**src/rtl/core/mbd_pkg.sv**
```systemverilog
package mbd_pkg;

    localparam int unsigned PIN_W     = 16;
    localparam int unsigned TIME_W    = 32;
    localparam int unsigned DEB_W     = 20;
    localparam int unsigned IDX_W     = 4;
    localparam int unsigned APB_ADDR_W = 4;
    localparam int unsigned APB_DATA_W = 32;

    // register indexes, taken from paddr[3:2]
    localparam logic [1:0] REG_DEBOUNCE   = 2'd0;
    localparam logic [1:0] REG_ACTIVE_LOW = 2'd1;
    localparam logic [1:0] REG_WIRED_MASK = 2'd2;

    localparam logic [DEB_W-1:0] DEBOUNCE_RST   = 20'd20000;
    localparam logic             ACTIVE_LOW_RST = 1'b1;
    localparam logic [PIN_W-1:0] WIRED_MASK_RST = 16'hFFFF;

    localparam logic CMD_SAMPLE = 1'b0;
    localparam logic CMD_FORCE  = 1'b1;

    typedef struct packed {
        logic              cmd;
        logic [PIN_W-1:0]  pin_levels;
        logic [TIME_W-1:0] time_now;
        logic [IDX_W-1:0]  button_index;
        logic              force_level;
    } t_in_word;

    typedef struct packed {
        logic [PIN_W-1:0] stable_pressed;
        logic [PIN_W-1:0] went_down;
        logic [PIN_W-1:0] went_up;
    } t_out_word;

    typedef struct packed {
        logic [DEB_W-1:0] debounce_time;
        logic             active_low;
        logic [PIN_W-1:0] wired_mask;
    } t_cfg;

    // shared per-word command broadcast to every lane
    typedef struct packed {
        logic              en;
        logic              sample;
        logic              force_en;
        logic              force_level;
        logic [TIME_W-1:0] time_now;
        logic [DEB_W-1:0]  debounce_time;
    } t_lane_cmd;

    typedef struct packed {
        logic stable;
        logic prev;
    } t_lane_stat;

endpackage

```
**src/rtl/core/mbd_cfg.sv**
```systemverilog
module mbd_cfg (
    input  logic                              i_clk,
    input  logic                              i_rst_n,
    input  logic                              psel,
    input  logic                              penable,
    input  logic                              pwrite,
    input  logic [mbd_pkg::APB_ADDR_W-1:0]    paddr,
    input  logic [mbd_pkg::APB_DATA_W-1:0]    pwdata,
    output logic [mbd_pkg::APB_DATA_W-1:0]    prdata,
    output logic                              pready,
    output mbd_pkg::t_cfg                     o_cfg
);

    mbd_pkg::t_cfg r_cfg;
    logic          wr_en;
    logic [1:0]    reg_idx;

    assign pready  = 1'b1;
    assign wr_en   = psel & penable & pwrite;
    assign reg_idx = paddr[3:2];

    always_ff @(posedge i_clk) begin
        if (!i_rst_n) begin
            r_cfg.debounce_time <= mbd_pkg::DEBOUNCE_RST;
            r_cfg.active_low    <= mbd_pkg::ACTIVE_LOW_RST;
            r_cfg.wired_mask    <= mbd_pkg::WIRED_MASK_RST;
        end else if (wr_en) begin
            unique case (reg_idx)
                mbd_pkg::REG_DEBOUNCE:   r_cfg.debounce_time <= pwdata[mbd_pkg::DEB_W-1:0];
                mbd_pkg::REG_ACTIVE_LOW: r_cfg.active_low    <= pwdata[0];
                mbd_pkg::REG_WIRED_MASK: r_cfg.wired_mask    <= pwdata[mbd_pkg::PIN_W-1:0];
                default: ;
            endcase
        end
    end

    always_comb begin
        unique case (reg_idx)
            mbd_pkg::REG_DEBOUNCE:
                prdata = {{(mbd_pkg::APB_DATA_W-mbd_pkg::DEB_W){1'b0}}, r_cfg.debounce_time};
            mbd_pkg::REG_ACTIVE_LOW:
                prdata = {{(mbd_pkg::APB_DATA_W-1){1'b0}}, r_cfg.active_low};
            mbd_pkg::REG_WIRED_MASK:
                prdata = {{(mbd_pkg::APB_DATA_W-mbd_pkg::PIN_W){1'b0}}, r_cfg.wired_mask};
            default:
                prdata = '0;
        endcase
    end

    assign o_cfg = r_cfg;

endmodule

```
**src/rtl/core/mbd_lane.sv**
```systemverilog
module mbd_lane (
    input  logic                  i_clk,
    input  logic                  i_rst_n,
    input  mbd_pkg::t_lane_cmd    i_cmd,
    input  logic                  i_raw,
    input  logic                  i_sel,
    output mbd_pkg::t_lane_stat   o_next
);

    logic                        r_seen, n_seen;
    logic [mbd_pkg::TIME_W-1:0]  r_stamp, n_stamp;
    logic                        r_stable, n_stable;
    logic                        r_prev, n_prev;
    logic [mbd_pkg::TIME_W-1:0]  elapsed;
    logic                        settled;

    // wraps mod 2^32 by construction
    assign elapsed = i_cmd.time_now - r_stamp;
    assign settled = elapsed >= {{(mbd_pkg::TIME_W-mbd_pkg::DEB_W){1'b0}}, i_cmd.debounce_time};

    always_comb begin
        n_seen   = r_seen;
        n_stamp  = r_stamp;
        n_stable = r_stable;
        n_prev   = r_prev;
        if (i_cmd.sample) begin
            if (i_raw != r_seen) begin
                n_seen  = i_raw;
                n_stamp = i_cmd.time_now;
            end else if (settled) begin
                n_prev   = r_stable;
                n_stable = i_raw;
            end
        end else if (i_cmd.force_en && i_sel) begin
            n_prev   = r_stable;
            n_stable = i_cmd.force_level;
        end
    end

    always_ff @(posedge i_clk) begin
        if (!i_rst_n) begin
            r_seen   <= 1'b0;
            r_stamp  <= '0;
            r_stable <= 1'b0;
            r_prev   <= 1'b0;
        end else if (i_cmd.en) begin
            r_seen   <= n_seen;
            r_stamp  <= n_stamp;
            r_stable <= n_stable;
            r_prev   <= n_prev;
        end
    end

    assign o_next.stable = n_stable;
    assign o_next.prev   = n_prev;

endmodule

```
**src/rtl/core/mbd_merge.sv**
```systemverilog
module mbd_merge #(
    parameter int unsigned NUM_BUTTONS = 16
) (
    input  logic                    i_clk,
    input  logic                    i_rst_n,
    input  logic                    i_accept,
    input  logic [NUM_BUTTONS-1:0]  i_stable,
    input  logic [NUM_BUTTONS-1:0]  i_prev,
    input  logic                    i_out_ready,
    output logic                    o_in_ready,
    output logic                    o_out_valid,
    output mbd_pkg::t_out_word      o_out_word
);

    logic [mbd_pkg::PIN_W-1:0] stab16;
    logic [mbd_pkg::PIN_W-1:0] prev16;
    logic                      r_valid;
    mbd_pkg::t_out_word        r_word;

    // only the first sixteen buttons are visible in the result
    for (genvar k = 0; k < mbd_pkg::PIN_W; k++) begin : g_vis
        if (k < NUM_BUTTONS) begin : g_on
            assign stab16[k] = i_stable[k];
            assign prev16[k] = i_prev[k];
        end else begin : g_off
            assign stab16[k] = 1'b0;
            assign prev16[k] = 1'b0;
        end
    end

    assign o_in_ready = !r_valid || i_out_ready;

    always_ff @(posedge i_clk) begin
        if (!i_rst_n) begin
            r_valid <= 1'b0;
        end else if (i_accept) begin
            r_valid <= 1'b1;
        end else if (i_out_ready) begin
            r_valid <= 1'b0;
        end
    end

    always_ff @(posedge i_clk) begin
        if (i_accept) begin
            r_word.stable_pressed <= stab16;
            r_word.went_down      <= stab16 & ~prev16;
            r_word.went_up        <= ~stab16 & prev16;
        end
    end

    assign o_out_valid = r_valid;
    assign o_out_word  = r_word;

endmodule

```
**src/rtl/core/multi_button_debouncer_top.sv**
```systemverilog
// Channel   Direction  Handshake                 Payload
// input     in         i_in_valid / o_in_ready    i_in_word  (mbd_pkg::t_in_word)
// output    out        o_out_valid / i_out_ready  o_out_word (mbd_pkg::t_out_word)
// config    in         psel/penable/pwrite        paddr, pwdata -> prdata, pready
//
// One word per cycle while the output is not stalled; its result appears in the output register on the next cycle.
// Lane next-state logic feeds the single output register directly; that register is
// the whole latency.
// Synchronous active-low reset clears all lane state and loads register defaults.
// A stalled output holds; a new word is taken in the cycle the held word leaves.
module multi_button_debouncer_top #(
    parameter int unsigned NUM_BUTTONS = 16
) (
    input  logic                              i_clk,
    input  logic                              i_rst_n,
    input  logic                              i_in_valid,
    output logic                              o_in_ready,
    input  mbd_pkg::t_in_word                 i_in_word,
    output logic                              o_out_valid,
    input  logic                              i_out_ready,
    output mbd_pkg::t_out_word                o_out_word,
    input  logic                              psel,
    input  logic                              penable,
    input  logic                              pwrite,
    input  logic [mbd_pkg::APB_ADDR_W-1:0]    paddr,
    input  logic [mbd_pkg::APB_DATA_W-1:0]    pwdata,
    output logic [mbd_pkg::APB_DATA_W-1:0]    prdata,
    output logic                              pready
);

    mbd_pkg::t_cfg       cfg;
    mbd_pkg::t_lane_cmd  lane_cmd;
    logic                accept;
    logic [NUM_BUTTONS-1:0] lane_stable;
    logic [NUM_BUTTONS-1:0] lane_prev;

    assign accept = i_in_valid && o_in_ready;

    mbd_cfg u_cfg (
        .i_clk   (i_clk),
        .i_rst_n (i_rst_n),
        .psel    (psel),
        .penable (penable),
        .pwrite  (pwrite),
        .paddr   (paddr),
        .pwdata  (pwdata),
        .prdata  (prdata),
        .pready  (pready),
        .o_cfg   (cfg)
    );

    assign lane_cmd.en            = accept;
    assign lane_cmd.sample        = i_in_word.cmd == mbd_pkg::CMD_SAMPLE;
    assign lane_cmd.force_en      = i_in_word.cmd == mbd_pkg::CMD_FORCE;
    assign lane_cmd.force_level   = i_in_word.force_level;
    assign lane_cmd.time_now      = i_in_word.time_now;
    assign lane_cmd.debounce_time = cfg.debounce_time;

    for (genvar i = 0; i < NUM_BUTTONS; i++) begin : g_lane
        logic                raw;
        logic                sel;
        mbd_pkg::t_lane_stat stat;

        if (i < mbd_pkg::PIN_W) begin : g_pin
            // pressed = level xor active_low, unwired reads released
            assign raw = cfg.wired_mask[i] & (i_in_word.pin_levels[i] ^ cfg.active_low);
            assign sel = i_in_word.button_index == mbd_pkg::IDX_W'(i);
        end else begin : g_nopin
            assign raw = 1'b0;
            assign sel = 1'b0;
        end

        mbd_lane u_lane (
            .i_clk   (i_clk),
            .i_rst_n (i_rst_n),
            .i_cmd   (lane_cmd),
            .i_raw   (raw),
            .i_sel   (sel),
            .o_next  (stat)
        );

        assign lane_stable[i] = stat.stable;
        assign lane_prev[i]   = stat.prev;
    end

    mbd_merge #(
        .NUM_BUTTONS (NUM_BUTTONS)
    ) u_merge (
        .i_clk       (i_clk),
        .i_rst_n     (i_rst_n),
        .i_accept    (accept),
        .i_stable    (lane_stable),
        .i_prev      (lane_prev),
        .i_out_ready (i_out_ready),
        .o_in_ready  (o_in_ready),
        .o_out_valid (o_out_valid),
        .o_out_word  (o_out_word)
    );

endmodule
```
**config.mk**
```make
export PLATFORM = sky130hd
export DESIGN_NAME = multi_button_debouncer_top
export DESIGN_NICKNAME = d
export VERILOG_FILES = /design/src/rtl/core/mbd_pkg.sv /design/src/rtl/core/mbd_cfg.sv /design/src/rtl/core/mbd_lane.sv /design/src/rtl/core/mbd_merge.sv /design/src/rtl/core/multi_button_debouncer_top.sv
export SDC_FILE = /design/constraint.sdc
export NUM_CORES = 2
export LEC_CHECK = 0
export BUFFER_PORTS_ARGS = -buffer_cell sky130_fd_sc_hd__buf_2
export CORE_MARGIN = 2
export CORE_UTILIZATION = 40
export DETAILED_ROUTE_END_ITERATION = 8
export PLACE_DENSITY_LB_ADDON = 0.08
export SLEW_MARGIN = 20
export SYNTH_ARGS = -nofsm -noshare
export SYNTH_HDL_FRONTEND = slang
export SYNTH_SLANG_ARGS = --single-unit
```
**constraint.sdc**
```tcl
create_clock -name i_clk -period 7.4 [get_ports i_clk]
set_clock_uncertainty 0.15 [all_clocks]
set_input_delay 0.37 -clock i_clk [delete_from_list [all_inputs] [get_ports i_clk]]
set_output_delay 0.37 -clock i_clk [all_outputs]
set_load 0.02 [all_outputs]
```
**Word-level counts from Yosys, hierarchy flattened**

Cells that the tools add are included.

- Register bits after elaboration: 646
- Bits of input ports: 97
- Output and inout port bits: 83
- Word-level logic and storage cells: 347

- $add $sub $neg: 16
- Magnitude comparators: 16
- Equality and inequality tests: 33
- Mux-type cells: 131
- Bitwise gates (word level): 39
- Reduce and logical (&&, ||, !) cells: 41

Operators with widths:

| kind | number |
|---|---|
| $ge 32x20->1 | 16 |
| $sub 32x32->32 | 16 |
| $mux 1 | 130 |
| $pmux 20 s3 | 1 |
| $reduce_and 3->1 | 16 |
| $and 16x16->16 | 2 |
| $eq 4x4->1 const B | 8 |
| $not 16->16 | 2 |
| $and 1x1->1 | 18 |
| $logic_and 1x1->1 | 17 |
| $eq 4x3->1 const B | 4 |
| $ne 1x1->1 | 16 |
| $xor 1x1->1 | 16 |
| $eq 4x2->1 const B | 2 |
| $reduce_and 2->1 | 3 |
| $eq 4x1->1 const B | 1 |
| $logic_not 4->1 | 1 |
| $eq 2x1->1 const B | 1 |
| $eq 2x2->1 const B | 1 |
| $logic_not 2->1 | 1 |
| $reduce_bool 2->1 | 1 |
| $logic_not 1->1 | 1 |
| $logic_or 1x1->1 | 1 |
| $not 1->1 | 1 |

**Logic depth before layout (Yosys ltp)**

- Depth after elaboration: 7
- Gate-level depth with buffers: 26
- Depth with buffers taken out: 24

**Hierarchy**

A second synthesis with hierarchy kept.

- Cells, all modules: 9,103
- Area total of the unflattened synthesis: 66,623.9 um^2

Modules (own cells, without submodules):

| module | instances | cells an instance | area each (um^2) | sequential area each (um^2) |
|---|---|---|---|---|
| mbd_lane at g_lane[10].u_lane ... | 10 | 544 | 3,898.7 | 700.7 |
| mbd_lane at g_lane[0].u_lane ... | 3 | 546 | 3,931.3 | 700.7 |
| mbd_lane at g_lane[8].u_lane ... | 2 | 549 | 3,922.5 | 700.7 |
| mbd_lane at g_lane[12].u_lane | 1 | 560 | 3,996.3 | 700.7 |
| mbd_cfg | 1 | 225 | 1,926.8 | 740.7 |
| mbd_merge | 1 | 84 | 1,690.4 | 1,461.4 |
| multi_button_debouncer_top | 1 | 58 | 384.1 | 0.0 |

**Least setup slack after synthesis**

OpenSTA, ideal clock, no wires.

- Path kind: input-to-reg
- Start point: in i_in_word[5] (netlist bit)
- End point: reg u_merge.r_word (netlist bit u_merge.o_out_word[27]), data pin
- Library setup time: 0.133 ns
- Arrival time: 5.549 ns
- Required time: 7.117 ns
- Setup slack: 1.567 ns
- Stages: 24
- Path through: clkbuf_1 -> clkbuf_1 -> inv_1 -> ha_1 -> inv_1 -> fa_1 -> a211oi_1 -> o21bai_1 -> nand4_1 -> nand2_1 -> a31oi_1 -> o21bai_1 -> xor2_1 -> ha_1 -> nor2b_1 -> o21ai_0 -> o211ai_1 -> a211oi_1 -> o2111ai_1 -> or4b_2 -> nor4_1 -> mux2_2 -> nor4b_1 -> and3_1

- Elaborated cells on any way between the ends: 10
- Those cells by class: add/sub: 1; order compare: 1; mux: 6; bitwise: 2

RTL lines:

| what | line | text |
|---|---|---|
| start, declared | multi_button_debouncer_top.sv:18 | `input mbd_pkg::t_in_word i_in_word,` |
| $sub 32x32->32 | mbd_lane.sv:18 | `assign elapsed = i_cmd.time_now - r_stamp;` |
| $ge 32x20->1 | mbd_lane.sv:19 | `assign settled = elapsed >= {{(mbd_pkg::TIME_W-mbd_pkg::DEB_W){1'b0}}, i_cmd.debounce_time};` |
| $mux 1 | mbd_lane.sv:30 | `end else if (settled) begin` |
| $mux 1 | mbd_lane.sv:27 | `if (i_raw != r_seen) begin` |
| $mux 1 | mbd_lane.sv:26 | `if (i_cmd.sample) begin` |
| named net g_lane[11].u_lane.n_stable | mbd_lane.sv:12 | `logic r_stable, n_stable;` |
| $and 16x16->16 | mbd_merge.sv:46 | `r_word.went_down <= stab16 & ~prev16;` |
| end, declared | mbd_merge.sv:18 | `mbd_pkg::t_out_word r_word;` |

The timed path passes the listed nets, and every way through them passes these cells.
A chain may end at the register's enable or synchronous reset.

**Worst setup path in the final report**

- Start point: in i_in_word[9] (netlist bit)
- End point: reg u_merge.r_word (netlist bit u_merge.o_out_word[4]), data pin

- Word-level cells in the longest chain between the ends: 7
- Elaborated cells on any way between the ends: 10
- Those cells by class: add/sub: 1; order compare: 1; mux: 6; bitwise: 2

Ends and longest elaborated chain:

| what | line | text |
|---|---|---|
| $sub 32x32->32 (*) | mbd_lane.sv:18 |  |
| $ge 32x20->1 (*) | mbd_lane.sv:19 |  |
| $mux 1 | mbd_lane.sv:30 |  |
| $mux 1 | mbd_lane.sv:27 |  |
| $mux 1 | mbd_lane.sv:26 |  |
| $not 16->16 | mbd_merge.sv:47 | `r_word.went_up <= ~stab16 & prev16;` |
| $and 16x16->16 (*) | mbd_merge.sv:47 |  |

Mark *: on every way between the ends. The rest lies on a longest branch, timed or not.

==> reports/qor.txt <==
Post-layout instance area - 0.0701 mm²
Vias after detailed routing - 62.5k
Post-synthesis to final-layout area growth - 10.1%
Worst setup SP type - input port
Clock slew at reported path FFs - 0.07 ns
Peak supply drop - 0.184 mV
Power Density - 178 mW/mm²
First-pass GRT wire length - 368000 µm
Signal arrival time at the worst endpoint - 6.70 ns
Largest net degree at the start of global routing - 196
TritonCTS clock tree - done
Number of global-route vias before repair - 59.4k
Post-Route Hold Slack - 0.0530 ns
Post-detailed-route DRC marker count - 0
Estimated wirelength of the detail-placed design - 178000 µm
Final slew viol count - 0
Master of the slowest instance on the critical path - sky130_fd_sc_hd__a2111oi_0
Met2 usage in global routing - 49.1%
Number of antenna violations at the first check in global routing - 12
Effective utilization at floorplan - 40.2%
Post-route core utilization - 44.3%
First-pass iteration count of the detailed router - 6
Register area share after synthesis - 21.1%
Crit path max fanout - 10
Area of the multi-input gates - 0.0460 mm²
Number of cells in the design after placement - 10.7k
Die Width - 403 µm
Placer congestion estimate - 0.908
Main flop type after synthesis - sky130_fd_sc_hd__dfxtp_1
Number of failing setup endpoints in the final timing report - 0
Class of the tightest hold or removal check - in2reg
Count of yosys warnings during synthesis - 0
Highest attainable clock frequency - 0.156 GHz
Area taken by flip-flops and latches - 0.0134 mm²
Vias per cell - 5.73
Count of buffers inserted at the top-level ports - 152
Vertical extent of the die - 403 µm
Clock Tree Root - sky130_fd_sc_hd__clkbuf_16
CP Capture Type - flop
Met1 GRT Util - 39.1%
Number of design-rule violations left by the first detailed-router iteration - 4778
# H-tree levels - 3
Kind of cell adding the most delay to the critical path - compound AO/OA/AOI/OAI gates
Final worst path period need - 6.40 ns
Number of hold violations in the final report - 0
Critical path data required time - 7.70 ns
I/O pin total - 180
CTS buffer count - 88
Status - completed
Global route total overflow - 0
Row count - 146
Critical Path, Cell by Cell - dlygate4sd3_1 -> buf_2 -> buf_4 -> ha_1 -> nand2_1 -> a2111oi_0 -> nor2_1 -> o31ai_2 -> buf_4 -> a21boi_0 -> xnor2_1 -> ha_1 -> a21o_1 -> a21o_1 -> a21oi_1 -> o21ai_0 -> nor3_1 -> nand3_1 -> a2111oi_0 -> nand4_1 -> a21oi_1 -> mux2i_1 -> nor2_1
Met3 capacity usage during global routing - 3.10%
Number of sinks driven by the clock tree - 646
Cell count after synthesis - 8731
Die Outline Area - 0.162 mm²
Post-synthesis sequential element count - 646
Worst slew margin relative to its limit - 19.3%
Max-capacitance violation count - 0
Worst-case setup margin in the final layout - 0.999 ns
GRT Total Usage - 29.3%
Total design power - 12.5 mW
Netlist Area Pre-Place - 0.0636 mm²
CP peak stage delay - 0.83 ns
Post-cts sizing count - 0
EDFF count, synth - 48
Final sum of negative setup slack - 0 ns
Share of flip-flops with an asynchronous set or reset after synthesis - 0%
Pleak - 26.8 nW
Setup repair after global routing missed its margin - no
Busiest layer in global routing - met2
Filler cell count - 16.4k
Final Instance Count excl. Fillers - 10.9k
Count of nets after finishing - 9672
Category of the critical setup timing path - in2reg
Number of antenna-violating nets in the routed design - 0
Core Region - 0.158 mm²
Overall routed net length - 244000 µm
Maximum number of buffers from clock root to sink - 3
Average wire per cell in the routed design - 22.4 µm
Final clock period utilization by the worst path - 86.5%
Bufs and invs on worst path - 4
Placed instance area - 0.0667 mm²
Mean Syn Cell Area - 7.29 µm²
Clock latency at the later pin of the worst-skew pair - 0.71 ns
Proportion of layout cells with a drive suffix above 1 - 6.51%
Count of distinct cell types in the synthesized netlist - 94
Worst-Margin Slew - 1.20 ns
Worst slack at placement - 0.338 ns
-- layout by cell type (no fill, tap or decap), types with 147 or more instances in the layout --
cell / synthesis / layout
sky130_fd_sc_hd__xor2_1: 150 / 150
sky130_fd_sc_hd__a21boi_0: 555 / 555
sky130_fd_sc_hd__buf_4: 14 / 165
sky130_fd_sc_hd__a21oi_1: 642 / 642
sky130_fd_sc_hd__dfxtp_1: 598 / 597
sky130_fd_sc_hd__xnor2_1: 237 / 237
sky130_fd_sc_hd__o21ai_0: 386 / 386
sky130_fd_sc_hd__nor2_1: 436 / 433
sky130_fd_sc_hd__ha_1: 816 / 816
sky130_fd_sc_hd__inv_1: 677 / 659
sky130_fd_sc_hd__a21o_1: 219 / 219
sky130_fd_sc_hd__nand2_1: 1694 / 1694
sky130_fd_sc_hd__buf_2: 1 / 147
sky130_fd_sc_hd__nand4_1: 155 / 155
-- worst paths after layout --
check | cells after the start | endpoint | slack [ns] | startpoint
worst min-delay path | 3 | g_lane[13].u_lane.r_stamp[7] | 0.05 | i_in_word[12]
worst max-delay path | 23 | u_merge.o_out_word[4] | 1.0 | i_in_word[9]
worst min register to register | 2 | g_lane[12].u_lane.r_prev | 0.31 | g_lane[12].u_lane.r_prev
worst max register to register | 21 | u_merge.o_out_word[13] | 1.21 | g_lane[13].u_lane.r_stamp[0]
-- tightest hold or removal path, delay by kind of cell --
family | cells | cell delay [ns]
buf+inv | 1 | 0.30
compound gates | 1 | 0.06
simple gates | 1 | 0.13
-- sequential cells by signal (all words and copies together), names as in the netlist --
signal                  cells
g_lane.u_lane.r_stamp     512
u_merge.o_out_word         48
u_cfg.o_cfg                37
g_lane.u_lane.r_prev       16
g_lane.u_lane.r_seen       16
g_lane.u_lane.r_stable     16
u_merge.o_out_valid         1
-- cell type report --
class	instances	area share, %
Antenna cell	8	0.0286
Clock buffer	127	3.72
Clock inverter	36	0.562
Inverter	677	3.63
Multi-Input combinational cell	6973	65.6
Sequential cell	646	19.1
Tap cell	2072	3.70
Timing Repair Buffer	357	3.61
-- report_power, final --
group,switching [mW],leakage (nW),internal (mW)
clock network,1.84,1.45,2.68
registers,0.0714,5.34,3.66
logic,2.62,20.0,1.60
total,4.53,26.8,7.94
-- metal layers --
metal / wire length [µm] / share of wire [%]
met1: 113000 / 46
met5: 0 / 0
met2: 112000 / 46
met3: 10100 / 4.1
met4: 8960 / 3.7
-- cell usage after synthesis, drive strengths merged, types with 22 or more instances --
| master | instances | area share [%] |
|---|---|---|
| dfxtp | 598 | 19 |
| a21oi | 642 | 5.0 |
| nor3 | 120 | 0.94 |
| a21boi | 556 | 6.6 |
| a221oi | 28 | 0.40 |
| and3 | 76 | 0.75 |
| o2111ai | 40 | 0.55 |
| clkbuf | 418 | 2.5 |
| ha | 816 | 16 |
| xnor2 | 237 | 3.3 |
| o31ai | 31 | 0.37 |
| nor3b | 23 | 0.27 |
| a211oi | 111 | 1.3 |
| a211o | 33 | 0.45 |
| or2 | 31 | 0.30 |
| nor2b | 61 | 0.60 |
| nor4 | 42 | 0.41 |
| xor2 | 150 | 2.1 |
| mux2i | 84 | 1.3 |
| nor2 | 436 | 2.6 |
| a31oi | 76 | 0.77 |
| o21bai | 62 | 0.73 |
| nand2 | 1694 | 10 |
| o21ai | 391 | 3.1 |
| inv | 677 | 4.0 |
| nand2b | 64 | 0.63 |
| a21o | 220 | 2.6 |
| a2111oi | 33 | 0.46 |
| nand3 | 137 | 1.1 |
| nand4 | 155 | 1.5 |
| buf | 28 | 0.33 |
| or3 | 35 | 0.34 |
| o21a | 78 | 0.92 |
| or4 | 22 | 0.27 |
| o211ai | 106 | 1.3 |
| and2 | 74 | 0.73 |
| edfxtp | 48 | 2.3 |
-- kinds of logic (layout without fill, tap and decap cells) --
| family | after synthesis | count (layout) | synth area share [%] |
|---|---|---|---|
| AO/OA/AOI/OAI | 2612 | 2612 | 27.4 |
| XOR/XNOR | 387 | 387 | 5.33 |
| adder cells (fa/ha/maj) | 832 | 832 | 16.5 |
| buffers and inverters | 1123 | 1197 | 6.79 |
| flip-flops | 646 | 646 | 21.1 |
| multiplexers | 96 | 96 | 1.53 |
| other | 2 | 21 | 0.0118 |
| AND/OR/NAND/NOR | 3033 | 3033 | 21.3 |
-- repair_timing --
item                      CTS  global route
setup buffers               0             0
hold endpoints to repair  112             0
hold buffers               34             0
Note: power is estimated with default switching activity, not from simulation.
